`src/design/gmig_pkg.sv`:
```
// ----------------------------------------------------------------------------
// gmig_pkg
// Shared types, constants and helpers for the grid mesh index generator.
// ----------------------------------------------------------------------------
package gmig_pkg;

    localparam int MAX_WIDTH  = 254;
    localparam int MAX_HEIGHT = 254;

    localparam int CFG_W     = 8;
    localparam int CFG_IDX_W = 1;
    localparam int IDX_W     = 16;
    localparam int CORNER_W  = 3;
    localparam int COL_W     = $clog2(MAX_WIDTH + 2);
    localparam int ROW_W     = $clog2(MAX_HEIGHT + 2);

    localparam logic [CORNER_W-1:0] CORNER_LAST_TRI  = CORNER_W'(5);
    localparam logic [CORNER_W-1:0] CORNER_LAST_LINE = CORNER_W'(1);

    typedef enum logic [CFG_IDX_W-1:0] {
        REG_GRID_WIDTH  = 1'b0,
        REG_GRID_HEIGHT = 1'b1
    } cfg_reg_t;

    typedef enum logic [1:0] {
        PH_TRI   = 2'd0,
        PH_HLINE = 2'd1,
        PH_VLINE = 2'd2
    } phase_t;

    typedef logic [COL_W-1:0] col_t;
    typedef logic [ROW_W-1:0] row_t;
    typedef logic [IDX_W-1:0] idx_t;

    typedef struct packed {
        logic restart;
        logic mesh_kind;
    } req_t;

    typedef struct packed {
        logic [15:0]         vertex_index;
        logic [CORNER_W-1:0] corner;
        logic                last_of_group;
        logic                last_of_mesh;
    } res_t;

    typedef struct packed {
        phase_t kind;
        idx_t   top;
        idx_t   bot;
        logic   last_mesh;
    } grp_t;

    function automatic col_t eff_width(logic [CFG_W-1:0] v);
        col_t r;
        if (v == '0)
            r = col_t'(1);
        else if (int'(v) > MAX_WIDTH)
            r = col_t'(MAX_WIDTH);
        else
            r = col_t'(v);
        return r;
    endfunction

    function automatic row_t eff_height(logic [CFG_W-1:0] v);
        row_t r;
        if (v == '0)
            r = row_t'(1);
        else if (int'(v) > MAX_HEIGHT)
            r = row_t'(MAX_HEIGHT);
        else
            r = row_t'(v);
        return r;
    endfunction

endpackage

```
`src/design/gmig_walker.sv`:
```
// ----------------------------------------------------------------------------
// gmig_walker
// Grid size registers and walk state; turns each request into one group
// descriptor (top and bottom corner indices) held in a group register.
// ----------------------------------------------------------------------------
module gmig_walker (
    input  logic                             clk,
    input  logic                             rst_n,
    input  logic                             cfg_we,
    input  logic [gmig_pkg::CFG_IDX_W-1:0]   cfg_index,
    input  logic [gmig_pkg::CFG_W-1:0]       cfg_data,
    input  logic                             req_valid,
    output logic                             req_ready,
    input  gmig_pkg::req_t                   req_data,
    output logic                             grp_valid,
    output gmig_pkg::grp_t                   grp_data,
    input  logic                             grp_pop
);
    import gmig_pkg::*;

    logic [CFG_W-1:0] width_reg;
    logic [CFG_W-1:0] height_reg;
    phase_t           phase_reg, phase_next;
    col_t             col_reg, col_next;
    row_t             row_reg, row_next;
    idx_t             base_reg, base_next;
    logic             grp_valid_reg;
    grp_t             grp_reg, grp_next;

    col_t             w_eff;
    row_t             h_eff;
    idx_t             v;
    phase_t           ph_s;
    col_t             col_s;
    row_t             row_s;
    idx_t             base_s;
    logic [COL_W:0]   col_inc;
    logic [ROW_W:0]   row_inc;
    logic             accept;

    assign w_eff     = eff_width(width_reg);
    assign h_eff     = eff_height(height_reg);
    assign req_ready = (!grp_valid_reg || grp_pop) && !cfg_we;
    assign accept    = req_valid && req_ready;
    assign grp_valid = grp_valid_reg;
    assign grp_data  = grp_reg;

    always_comb
    begin
        ph_s   = phase_reg;
        col_s  = col_reg;
        row_s  = row_reg;
        base_s = base_reg;
        if (req_data.restart)
        begin
            ph_s   = req_data.mesh_kind ? PH_HLINE : PH_TRI;
            col_s  = '0;
            row_s  = '0;
            base_s = '0;
        end

        v       = idx_t'(w_eff) + idx_t'(2);
        col_inc = (COL_W+1)'(col_s) + (COL_W+1)'(1);
        row_inc = (ROW_W+1)'(row_s) + (ROW_W+1)'(1);

        grp_next.kind      = ph_s;
        grp_next.top       = base_s + idx_t'(col_s);
        grp_next.bot       = base_s + idx_t'(col_s) + v;
        grp_next.last_mesh = 1'b0;

        phase_next = ph_s;
        col_next   = col_s;
        row_next   = row_s;
        base_next  = base_s;

        unique case (ph_s)
            PH_HLINE:
            begin
                if (col_inc >= (COL_W+1)'(w_eff) + (COL_W+1)'(1))
                begin
                    col_next  = '0;
                    row_next  = row_inc[ROW_W-1:0];
                    base_next = base_s + v;
                    if (row_inc >= (ROW_W+1)'(h_eff) + (ROW_W+1)'(2))
                    begin
                        phase_next = PH_VLINE;
                        row_next   = '0;
                        base_next  = '0;
                    end
                end
                else
                begin
                    col_next = col_inc[COL_W-1:0];
                end
            end
            PH_VLINE:
            begin
                row_next  = row_inc[ROW_W-1:0];
                base_next = base_s + v;
                if (row_inc >= (ROW_W+1)'(h_eff) + (ROW_W+1)'(1))
                begin
                    row_next  = '0;
                    base_next = '0;
                    if (col_inc >= (COL_W+1)'(w_eff) + (COL_W+1)'(2))
                    begin
                        grp_next.last_mesh = 1'b1;
                        phase_next         = PH_HLINE;
                        col_next           = '0;
                    end
                    else
                    begin
                        col_next = col_inc[COL_W-1:0];
                    end
                end
            end
            default:
            begin
                grp_next.kind = PH_TRI;
                phase_next    = PH_TRI;
                if (col_inc >= (COL_W+1)'(w_eff) + (COL_W+1)'(1))
                begin
                    col_next  = '0;
                    row_next  = row_inc[ROW_W-1:0];
                    base_next = base_s + v;
                    if (row_inc >= (ROW_W+1)'(h_eff) + (ROW_W+1)'(1))
                    begin
                        grp_next.last_mesh = 1'b1;
                        row_next           = '0;
                        base_next          = '0;
                    end
                end
                else
                begin
                    col_next = col_inc[COL_W-1:0];
                end
            end
        endcase
    end

    always_ff @(posedge clk or negedge rst_n)
    begin
        if (!rst_n)
        begin
            width_reg     <= CFG_W'(1);
            height_reg    <= CFG_W'(1);
            phase_reg     <= PH_TRI;
            col_reg       <= '0;
            row_reg       <= '0;
            base_reg      <= '0;
            grp_valid_reg <= 1'b0;
        end
        else
        begin
            if (cfg_we)
            begin
                unique case (cfg_reg_t'(cfg_index))
                    REG_GRID_WIDTH:  width_reg  <= cfg_data;
                    REG_GRID_HEIGHT: height_reg <= cfg_data;
                    default:         width_reg  <= cfg_data;
                endcase
                phase_reg <= (phase_reg == PH_HLINE || phase_reg == PH_VLINE) ? PH_HLINE : PH_TRI;
                col_reg   <= '0;
                row_reg   <= '0;
                base_reg  <= '0;
            end
            else if (accept)
            begin
                phase_reg <= phase_next;
                col_reg   <= col_next;
                row_reg   <= row_next;
                base_reg  <= base_next;
            end
            if (accept)
                grp_valid_reg <= 1'b1;
            else if (grp_pop)
                grp_valid_reg <= 1'b0;
        end
    end

    always_ff @(posedge clk)
    begin
        if (accept)
            grp_reg <= grp_next;
    end

endmodule

```
`src/design/gmig_emitter.sv`:
```
// ----------------------------------------------------------------------------
// gmig_emitter
// Steps through the corners of the held group, one vertex index per cycle
// while the receiver takes each result, into the result register.
// ----------------------------------------------------------------------------
module gmig_emitter (
    input  logic           clk,
    input  logic           rst_n,
    input  logic           grp_valid,
    input  gmig_pkg::grp_t grp_data,
    output logic           grp_pop,
    output logic           res_valid,
    input  logic           res_ready,
    output gmig_pkg::res_t res_data
);
    import gmig_pkg::*;

    logic [CORNER_W-1:0] corner_reg, corner_next;
    logic                res_valid_reg;
    res_t                res_reg, res_next;
    logic                load;
    logic                use_bot;
    logic                plus_one;
    logic                is_last;
    logic [CORNER_W-1:0] corner_last;

    assign load        = grp_valid && (!res_valid_reg || res_ready);
    assign corner_last = (grp_data.kind == PH_TRI) ? CORNER_LAST_TRI : CORNER_LAST_LINE;
    assign is_last     = (corner_reg == corner_last);
    assign grp_pop     = load && is_last;
    assign corner_next = is_last ? '0 : corner_reg + CORNER_W'(1);
    assign res_valid   = res_valid_reg;
    assign res_data    = res_reg;

    always_comb
    begin
        use_bot  = 1'b0;
        plus_one = 1'b0;
        unique case (grp_data.kind)
            PH_HLINE:
            begin
                plus_one = corner_reg[0];
            end
            PH_VLINE:
            begin
                use_bot = corner_reg[0];
            end
            default:
            begin
                unique case (corner_reg)
                    CORNER_W'(1), CORNER_W'(4): plus_one = 1'b1;
                    CORNER_W'(2), CORNER_W'(3): use_bot  = 1'b1;
                    CORNER_W'(5):
                    begin
                        use_bot  = 1'b1;
                        plus_one = 1'b1;
                    end
                    default:                    use_bot  = 1'b0;
                endcase
            end
        endcase

        res_next.vertex_index  = 16'((use_bot ? grp_data.bot : grp_data.top)
                                     + idx_t'(plus_one));
        res_next.corner        = corner_reg;
        res_next.last_of_group = is_last;
        res_next.last_of_mesh  = is_last && grp_data.last_mesh;
    end

    always_ff @(posedge clk or negedge rst_n)
    begin
        if (!rst_n)
        begin
            corner_reg    <= '0;
            res_valid_reg <= 1'b0;
        end
        else if (load)
        begin
            corner_reg    <= corner_next;
            res_valid_reg <= 1'b1;
        end
        else if (res_ready)
        begin
            res_valid_reg <= 1'b0;
        end
    end

    always_ff @(posedge clk)
    begin
        if (load)
            res_reg <= res_next;
    end

endmodule

```
`src/design/grid_mesh_index_generator_top.sv`:
```
// ----------------------------------------------------------------------------
// grid_mesh_index_generator_top
// Emits triangle-list or line-list vertex indices for a regular vertex grid.
// ----------------------------------------------------------------------------
// Usage:
//   cfg_we/cfg_index/cfg_data write grid_width (index 0) or grid_height
//   (index 1); any write restarts the walk at the first item of the current
//   mesh kind. Write only while no request is in flight.
//   Each request on req_valid/req_ready advances the walk by one cell
//   (triangle mode, six indices) or one segment (line mode, two indices);
//   restart=1 selects mesh_kind and begins at the first item.
//   Results leave on res_valid/res_ready, one index per cycle while res_ready
//   is high. The first index of a request passes through the group register
//   and then the result register; the single-index result register emits a
//   request's indices one at a time. The next request is taken in the cycle its
//   predecessor's last index is loaded, so groups follow without gaps.
//   A stalled receiver holds the result register and the group register;
//   requests then wait.
//   Reset: grid 1 x 1, walk at the first triangle cell, no result pending.
// ----------------------------------------------------------------------------
module grid_mesh_index_generator_top (
    input  logic                             clk,
    input  logic                             rst_n,
    input  logic                             cfg_we,
    input  logic [gmig_pkg::CFG_IDX_W-1:0]   cfg_index,
    input  logic [gmig_pkg::CFG_W-1:0]       cfg_data,
    input  logic                             req_valid,
    output logic                             req_ready,
    input  gmig_pkg::req_t                   req_data,
    output logic                             res_valid,
    input  logic                             res_ready,
    output gmig_pkg::res_t                   res_data
);
    import gmig_pkg::*;

    logic grp_valid;
    grp_t grp_data;
    logic grp_pop;

    gmig_walker u_walker (
        .clk       (clk),
        .rst_n     (rst_n),
        .cfg_we    (cfg_we),
        .cfg_index (cfg_index),
        .cfg_data  (cfg_data),
        .req_valid (req_valid),
        .req_ready (req_ready),
        .req_data  (req_data),
        .grp_valid (grp_valid),
        .grp_data  (grp_data),
        .grp_pop   (grp_pop)
    );

    gmig_emitter u_emitter (
        .clk       (clk),
        .rst_n     (rst_n),
        .grp_valid (grp_valid),
        .grp_data  (grp_data),
        .grp_pop   (grp_pop),
        .res_valid (res_valid),
        .res_ready (res_ready),
        .res_data  (res_data)
    );

`ifndef NO_ASSERTIONS
    a_pop_marks_last: assert property (@(posedge clk) disable iff (!rst_n)
        grp_pop |=> res_valid && res_data.last_of_group)
        else $error("group released without last index");

    a_mesh_in_group: assert property (@(posedge clk) disable iff (!rst_n)
        res_valid && res_data.last_of_mesh |-> res_data.last_of_group)
        else $error("end of mesh outside group end");

    a_corner_range: assert property (@(posedge clk) disable iff (!rst_n)
        res_valid |-> res_data.corner <= CORNER_LAST_TRI)
        else $error("corner out of range");
`endif

endmodule
```
`config.mk`:
```
export PLATFORM = sky130hd
export DESIGN_NAME = grid_mesh_index_generator_top
export DESIGN_NICKNAME = d
export VERILOG_FILES = /design/src/design/gmig_pkg.sv /design/src/design/gmig_walker.sv /design/src/design/gmig_emitter.sv /design/src/design/grid_mesh_index_generator_top.sv
export SDC_FILE = /design/constraint.sdc
export NUM_CORES = 1
export LEC_CHECK = 0
export BUFFER_PORTS_ARGS = -buffer_cell sky130_fd_sc_hd__buf_2
export CAP_MARGIN = 20
export CELL_PAD_IN_SITES_DETAIL_PLACEMENT = 1
export CELL_PAD_IN_SITES_GLOBAL_PLACEMENT = 1
export CORE_MARGIN = 4
export CORE_UTILIZATION = 50
export CTS_BUF_LIST = sky130_fd_sc_hd__clkbuf_4
export CTS_CLUSTER_DIAMETER = 80
export DETAILED_ROUTE_END_ITERATION = 12
export PLACE_DENSITY_LB_ADDON = 0.1
export SYNTH_ARGS = -nofsm -noshare
export SYNTH_HDL_FRONTEND = slang
export SYNTH_SLANG_ARGS = --single-unit
```
`constraint.sdc`:
```
create_clock -name clk -period 13.1 [get_ports clk]
set_input_delay 0 -clock clk [delete_from_list [all_inputs] [get_ports clk]]
set_output_delay 0 -clock clk [all_outputs]
set_load 0.02 [all_outputs]
```
# Word level (Yosys, flattened, before mapping)
# Cells that the tools add are included.
# classes
bitwise,1
reduce_logical,22
n_eq_ne,12
mux,53
add_sub_neg,12
n_lt_le_gt_ge,6
# ops
cell,n
2-to-1 mux 8 bit,18
2-to-1 mux 16 bit,8
"adder 8 x 1 -> 9 bit, second input constant",4
>= comparator 9 bit,4
adder 16 bit,2
case mux 16 bit (2 select lines),1
"adder 8 x 2 -> 9 bit, second input constant",3
adder 16 x 1 -> 16 bit,1
adder 16 x 8 -> 16 bit,1
"> comparator 8 bit, second input constant",2
zero test 8 bit,2
case mux 8 bit (2 select lines),1
2-to-1 mux 2 bit,7
2-to-1 mux 1 bit,12
"== test 2 x 1 -> 1 bit, second input constant",3
"== test 2 bit, second input constant",3
"== test 3 x 2 -> 1 bit, second input constant",2
"== test 3 bit, second input constant",2
2-to-1 mux 3 bit,2
case mux 1 bit (2 select lines),3
nonzero test 2 bit,3
OR reduction 3 bit,2
logical AND 1 bit,5
case mux 2 bit (2 select lines),1
other kinds (9),14
# totals
register_bits,111
output_inout_bits,23
word_cells,123
inputBits,16

# Depth between registers and ports, before layout
# Gate-level depths: netlist of the first run.
# logic_depth
word_depth,10
mapped_depth,19
mapped_depth_nobuf,16

# By module
# Synthesis of the first run repeated with hierarchy kept, for this count alone.
# unflattened
cells_unflattened,881
area_unflattened_um2,8429.3
# modules_own_cells
module,n_inst,area_each_um2,cells_per_inst
gmig_walker,1,6761.5,727
gmig_emitter,1,1667.8,154

# Least setup slack after synthesis of the first run
# OpenSTA, ideal clock, no wires.
# synth_path
kind,register to register
from,register u_walker.width_reg[3]
to,register u_walker.base_reg[3]
stages_incl_launch_ff,19
period_less_slack_ns,4.100
setup_slack_ns,9.000
arrival_time_ns,3.974
n_path_buf,2
setup_time_ns,0.126
cell_sequence,dfrtp_1 clkbuf_1 nand3_1 or3_1 a22o_1 ha_1 and3_1 nand3_1 xor2_1 ha_1 a2111oi_0 o21ai_1 a21oi_2 nor2_1 and2_1 buf_2 a221oi_1 nor2_1 a221o_1
# synth_via
elab_chain_cells,10
word_cells_on_any_way,15
# synth_lines
item,line,text
"start, declared",gmig_walker.sv:21,logic [CFG_W-1:0] width_reg;
"start signal, assigned",gmig_walker.sv:157,REG_GRID_WIDTH: width_reg <= cfg_data;
"start signal, assigned",gmig_walker.sv:159,default: width_reg <= cfg_data;
> comparator 8 bit,gmig_pkg.sv:58,else if (int'(v) > MAX_WIDTH)
2-to-1 mux 8 bit,gmig_pkg.sv:58,
2-to-1 mux 8 bit *,gmig_pkg.sv:56,if (v == '0)
adder 8 x 2 -> 9 bit,gmig_walker.sv:62,v = idx_t'(w_eff) + idx_t'(2);
adder 16 bit,"gmig_walker.sv:83, gmig_walker.sv:99, gmig_walker.sv:124",
"2-to-1 mux 16 bit, on equally long branches","gmig_walker.sv:100, gmig_walker.sv:125, gmig_walker.sv:84",
"2-to-1 mux 16 bit, on equally long branches","gmig_walker.sv:120, gmig_walker.sv:79",
case mux 16 bit (2 select lines) *,gmig_walker.sv:76,unique case (ph_s)
2-to-1 mux 16 bit *,gmig_walker.sv:166,else if (accept)
2-to-1 mux 16 bit *,gmig_walker.sv:154,if (cfg_we)
"end signal, assigned",gmig_walker.sv:171,base_reg <= base_next;
"end, declared",gmig_walker.sv:26,"idx_t base_reg, base_next;"
# Every way passes the cells marked *; elsewhere a longest branch is shown, timed or not. The select of a mux whose other input is x is not followed.
# A chain may end at the register's enable or synchronous reset.

# Worst setup path after layout of the first run
# layout_path
from,register u_walker.width_reg[1]
to,register u_walker.base_reg[3]
# The elaborated chain is that of the path after synthesis.

==> metrics, run 1 <==
CTS Buf Count=9; Initial Util=51.4%; Worst slew margin=31.7%; CP Capture Type=flop; detailed-routing iteration count for the pre-antenna-repair pass=5; kind of cell adding the most delay to the critical path=simple AND/OR/NAND/NOR gates; r2r endpoint=u_walker.base_reg[3]$_DFFE_PN0P_; met3 WL=946 um; Avg Cell Area, Syn=9.23 sq um; IO Port Bufs=38; Total Die Area=19400 sq um; fin crit share=38.6%; cell breakdown of the critical path=nand3_1, or3_1, a22o_1, ha_1, and3_1, nand3_1, xor2_1, ha_1, a2111oi_0, o21ai_1, a21oi_2, or2_2, a2111oi_2, or2_1, a21o_1, a221o_1; H-tree levels=3; io pins=39; worst hold slack=0.125 ns; clock skew=0.0253 ns; setup TNS=0 ns; gp weighted congestion=0.918; initial antenna violation count=1; pre-CTS setup slack=8.09 ns; post-synthesis cell count=933; core area=16800 sq um; initial DRC count=434; synthesized cell area=8610 sq um; All-Layer GR Usage=25.1%; unrepaired setup endpoints after global routing=no; CTS Root Cell=clkbuf_4; Slew @ Worst Pin=1.02 ns; register area share after synthesis=35.5%; antenna-violating nets left=0; number of synthesized flops with an enable pin=56; DRC=0; simple-gate share of the synthesized area=18.2%; R2R cell count=16; WL final=24500 um; clock latency on the worst-skew pair=0.54 ns; Peak Freq=198 MHz; Compound-Gate Fraction of Synth Area=18.1%; Layout Cells excl Fill=1197; largest stage delay on the critical path=0.62 ns; multiplexer area fraction after synthesis=3.95%; syn_nets=1025; xor/xnor cell area share of the yosys netlist=8.73%; Netlist cell types=83; Reg2Reg Setup Slack=8.05 ns; Pwr Total=1.07 mW; Die Y=139 um; Bufs and invs on worst path=0; synthesized flop and latch total=111; Post-Synth Adder-Cell Area=11.8%; Final Critical Period=5.05 ns; clock sink count=111; WL met1=10300 um; placed cells=1162; largest net degree at the start of global routing=56; commonest non-fill, non-tap cell in the layout=nand2_1; ys async rst share=49.5%; std cell rows=47; CP Max Fanout=20; DR WL/cell=20.4 um; setup ws final=8.05 ns; max layer used=met4; critical path depth=16; Crit-path slowest cell=dfrtp_1; VDD IR-drop max=0.0921 mV; YS warnings=0; vias in the first global route=7679; via count=7299; Static Leak=3.84 nW; Final Hold Viols=0; r2r startpoint=u_walker.width_reg[1]$_DFFE_PN0P_; final setup fails=0; crit path kind=flop to flop; Pins Over Slew Limit=0; Layout area overhead=7.79%; Most used DFF post-synth=edfxtp_1; width of the die=139 um; largest family of logic cells by synthesized area=simple AND/OR/NAND/NOR gates; status=finished clean; Hold WC Path Type=primary input to asynchronous set/reset pin; dpl hpwl=18500 um; most frequent cells in the layout=nand2_1 (80), nor2_1 (79), ha_1 (73); Worst EP arrival=5.49 ns; Post-CTS Resized=0; Final #Nets=1062; CTS max path bufs=2; first-pass GRT wire length=39700 um; max-cap violation count=0; DR WL met2=12400 um; pwr/cell area=116 nW/um^2; Largest register FFs=35; critical path data required time=13.53 ns; DR vias/cell=6.10; Worst-path clk slew=0.20 ns; Worst setup SP type=flop; layout cells sized above 1=10.2%; TritonCTS clock tree=yes; gr ovfl total=0
## area by class of cell
| class | instances | area, sq um |
|---|---|---|
| Clock inverter | 7 | 68.8 |
| Clock buffer | 9 | 67.6 |
| Timing Repair Buffer | 62 | 413 |
| Sequential cell | 111 | 3060 |
| Inverter | 42 | 158 |
| Multi-Input combinational cell | 744 | 5240 |
| Tap cell | 220 | 275 |
| Fill cell | 1960 | 7480 |
| Antenna cell | 2 | 5.00 |
## power breakdown
group	total [mW]	switching, mW	internal, mW
registers	0.498	0.0485	0.449
clock network	0.185	0.140	0.0452
logic	0.390	0.248	0.141
## worst min-delay path, cell delays in order
cell and delay (ns):
dlygate4sd3_1 0.51, buf_2 0.09, buf_4 0.60
## synth_stat cells, drive strengths merged (4+ instances only)
| library cell | instances | area [sq um] |
|---|---|---|
| xor2 | 42 | 375 |
| a21boi | 6 | 45.0 |
| mux2i | 16 | 160 |
| nand2 | 81 | 307 |
| o21a | 7 | 52.6 |
| nor3 | 16 | 85.1 |
| a211o | 4 | 35.0 |
| a31oi | 4 | 25.0 |
| o31ai | 9 | 67.6 |
| a22o | 10 | 87.6 |
| o21ai | 41 | 205 |
| inv | 40 | 150 |
| clkbuf | 21 | 78.8 |
| a21o | 14 | 106 |
| a21oi | 48 | 248 |
| a22oi | 14 | 105 |
| or2 | 6 | 37.5 |
| or3 | 4 | 25.0 |
| o22ai | 6 | 43.8 |
| buf | 15 | 80.1 |
| nand2b | 12 | 75.1 |
| nor2 | 79 | 297 |
| nand4 | 10 | 62.6 |
| nand3 | 51 | 260 |
| o211ai | 11 | 82.6 |
| a221oi | 4 | 35.0 |
| nor2b | 28 | 175 |
| a211oi | 11 | 87.6 |
| mux2 | 16 | 180 |
| and2 | 8 | 50.1 |
| nor4 | 6 | 37.5 |
| a221o | 5 | 50.1 |
| ha | 73 | 913 |
| and3 | 10 | 62.6 |
| edfxtp | 56 | 1680 |
| xnor2 | 43 | 377 |
| maj3 | 4 | 42.5 |
| dfrtp | 53 | 1330 |
## stage by stage
| step | utilization, % | cell area [sq um] |
|---|---|---|
| finish | 55.4 | 9280 |
| global route | 55.4 | 9280 |
| CTS | 55.4 | 9280 |
| detailed placement | 53.5 | 8970 |
| global placement | 53.5 | 8970 |
| floorplan | - | 8610 |
## worst max-delay path by stage
stage	start	endpoint	slack, ns
after floorplan	u_walker.width_reg[3]$_DFFE_PN0P_	u_walker.base_reg[3]$_DFFE_PN0P_	9.00
after global placement	req_data[1]	u_walker.grp_data[16]$_DFFE_PP_	8.25
after detailed placement	req_data[1]	u_walker.grp_data[14]$_DFFE_PP_	8.09
after CTS	u_walker.width_reg[1]$_DFFE_PN0P_	u_walker.base_reg[3]$_DFFE_PN0P_	8.08
after global routing	u_walker.width_reg[1]$_DFFE_PN0P_	u_walker.base_reg[3]$_DFFE_PN0P_	7.76
final	u_walker.width_reg[1]$_DFFE_PN0P_	u_walker.base_reg[3]$_DFFE_PN0P_	8.05
## layer usage
| layer | GRT usage [%] | vias to the layer above |
|---|---|---|
| li1 | - | 3481 |
| met4 | 9.01 | 0 |
| met5 | 0 | - |
| met2 | 44.9 | 166 |
| met3 | 3.05 | 48 |
| met1 | 31.1 | 3604 |
## repair_timing
item                                   in CTS  in global routing
setup buffers                               0                  0
endpoints found under the hold margin      75                  0
hold buffers                               17                  0
## cells by family after synthesis
family                   count (synthesis)
multiplexers                            32
XOR/XNOR                                85
buffers and inverters                   78
adder cells (fa/ha/maj)                 80
flip-flops                             111
AO/OA/AOI/OAI                          225
AND/OR/NAND/NOR                        322
Power figures use the tool's default switching activity.
==> run 2: changes to the inputs <==
==> constraint.sdc (replaced) <==
create_clock -name clk -period 4.8 [get_ports clk]
set_input_delay 0 -clock clk [delete_from_list [all_inputs] [get_ports clk]]
set_output_delay 0 -clock clk [all_outputs]
set_load 0.02 [all_outputs]
==> metrics, run 2 (same netlist as run 1, synthesis figures left out) <==
clock latency on the worst-skew pair=0.52 ns (was 0.54 ns); std cell rows=47 (unchanged); gp weighted congestion=0.897 (was 0.918); Hold WC Path Type=primary input to flop (was primary input to asynchronous set/reset pin); max-cap violation count=0 (unchanged); WL final=24700 um (was 24500 um); Worst slew margin=34.5% (was 31.7%); Final #Nets=1072 (was 1062); layout filler cell count=1946 (was 1960); setup ws final=0.149 ns (was 8.05 ns); final core utilization=56.0% (was 55.4%); r2r endpoint=u_walker.base_reg[3]$_DFFE_PN0P_ (unchanged); clock sink count=111 (unchanged); Reg2Reg Setup Slack=0.15 ns (was 8.05 ns); Clk pwr share=18.1% (was 17.3%); Final Critical Period=4.65 ns (was 5.05 ns); CTS Root Cell=clkbuf_4 (unchanged); Cell Int Power=1.79 mW (was 636 uW); DRC=0 (unchanged); largest net degree at the start of global routing=56 (unchanged); r2r startpoint=u_walker.width_reg[5]$_DFFE_PN0P_ (was u_walker.width_reg[1]$_DFFE_PN0P_); layout cells sized above 1=12.0% (was 10.2%); Sw Ratio=39.6% (was 40.7%); antenna-violating nets left=0 (unchanged); CTS Buf Count=9 (unchanged); gr ovfl total=0 (unchanged); WL met1=10200 um (was 10300 um); status=finished clean (unchanged); width of the die=139 um (unchanged); H-tree levels=3 (unchanged); Initial Util=51.4% (unchanged); DR WL met2=12800 um (was 12400 um); most frequent cells in the layout=nand2_1 (80), nor2_1 (78), ha_1 (73) (was nand2_1 (80), nor2_1 (79), ha_1 (73)); clock skew=0.0212 ns (was 0.0253 ns); DR vias/cell=6.14 (was 6.10); dpl hpwl=18900 um (was 18500 um); initial DRC count=477 (was 434); max layer used=met4 (unchanged); final setup fails=0 (unchanged); DR WL/cell=20.5 um (was 20.4 um); Peak Freq=215 MHz (was 198 MHz); Crit. Startpoint=u_walker.width_reg[5]$_DFFE_PN0P_ (was u_walker.width_reg[1]$_DFFE_PN0P_); vias in the first global route=7800 (was 7679); Sequential Power Share=45.5% (was 46.4%); Worst setup SP type=flop (unchanged); met3 WL=833 um (was 946 um); crit path kind=flop to flop (unchanged); initial antenna violation count=1 (unchanged); CTS max path bufs=2 (unchanged); hold_sp=req_valid; pwr/cell area=317 nW/um^2 (was 116 nW/um^2); Worst-path clk slew=0.19 ns (was 0.20 ns); detailed-routing iteration count for the pre-antenna-repair pass=5 (unchanged); Psw=1.18 mW (was 437 uW); io pins=39 (unchanged); Largest register FFs=35 (unchanged); CP Max Fanout=10 (was 20); Die Y=139 um (unchanged); worst hold stages=3; fin crit share=96.9% (was 38.6%); via count=7400 (was 7299); Total Die Area=19400 sq um (unchanged); IO Port Bufs=38 (unchanged); R2R cell count=16 (unchanged); Worst EP arrival=5.08 ns (was 5.49 ns); CP Capture Type=flop (unchanged); Layout area overhead=9.01% (was 7.79%); pre-CTS setup slack=0.0829 ns (was 8.09 ns); worst hold slack=0.0280 ns (was 0.125 ns); Final Hold Viols=0 (unchanged); setup TNS=0 ns (unchanged); commonest non-fill, non-tap cell in the layout=nand2_1 (unchanged); All-Layer GR Usage=25.4% (was 25.1%); core area=16800 sq um (unchanged); first-pass GRT wire length=40100 um (was 39700 um); TritonCTS clock tree=yes (unchanged); VDD IR-drop max=0.207 mV (was 0.0921 mV); critical path data required time=5.23 ns (was 13.53 ns); Static Leak=3.90 nW (was 3.84 nW); Slew @ Worst Pin=0.982 ns (was 1.02 ns); Pins Over Slew Limit=0 (unchanged); combinational share of power=36.4% (was 36.3%); worst min-delay path endpoint=u_walker.grp_valid$_DFFE_PN0P_
[run 2: worst max-delay path by stage]
stage / to / slack, ns / cells past startpoint
after floorplan: u_walker.base_reg[3]$_DFFE_PN0P_ / 0.70 / 18
after global placement: u_walker.base_reg[3]$_DFFE_PN0P_ / 0.39 / 16
after detailed placement: u_walker.base_reg[4]$_DFFE_PN0P_ / 0.08 / 16
after CTS: u_walker.base_reg[4]$_DFFE_PN0P_ / 0.03 / 16
after global routing: u_walker.base_reg[3]$_DFFE_PN0P_ / -0.05 / 16
final: u_walker.base_reg[3]$_DFFE_PN0P_ / 0.15 / 16
[run 2: cell type report]
cell class / instances / area, sq um / area share (%)
clock buffer: 9 / 67.6 / 0.720
tap: 220 / 275 / 2.93
clock inverter: 7 / 87.6 / 0.933
antenna: 1 / 2.50 / 0.0267
inverter: 42 / 158 / 1.68
sequential: 111 / 3070 / 32.7
multi-input combinational: 744 / 5250 / 55.9
timing repair buffer: 72 / 485 / 5.17
[run 2: repair_timing]
action,in CTS,in global routing
resized for setup,0,9
endpoints found under the hold margin,75,0
setup endpoints to repair,0,18
hold buffers,16,0
setup buffers,0,0
[run 2: power groups by stage]
stage	sequential, mW	combinational (mW)	clock (mW)
2_1_floorplan	1.43	0.670	0
3_3_place_gp	1.36	1.03	0
3_5_place_dp	1.37	1.07	0
4_1_cts	1.35	1.09	0.543
5_1_grt	1.38	1.19	0.586
6_report	1.35	1.08	0.538
[run 2: per-stage QoR]
step / instance area [sq um] / cells / power [mW]
6_report: 9390 / 1206 / 2.97
4_1_cts: 9370 / 1205 / 2.98
5_1_grt: 9390 / 1206 / 3.16
3_3_place_gp: 9050 / 1173 / 2.39
2_1_floorplan: 8610 / 933 / 2.10
3_5_place_dp: 9050 / 1173 / 2.44
[run 2: critical path, stage by stage, from the launching register on]
cell       delay, ns
dfrtp_2         0.48
nand2_1         0.12
or3_1           0.45
a22o_1          0.37
ha_1            0.27
and3_1          0.23
nand3_1         0.10
xor2_1          0.18
ha_1            0.29
a2111oi_1       0.44
o21ai_1         0.16
a21oi_2         0.19
nor2_1          0.19
and2_1          0.33
a221oi_2        0.35
nor3_1          0.12
a221o_1         0.28
[run 2: per-layer routing]
layer | vias to the layer above | global-route usage (%)
li1 | 3501 | -
met1 | 3671 | 30.7
met2 | 168 | 45.5
met3 | 60 | 3.50
met4 | 0 | 10.6
met5 | - | 0
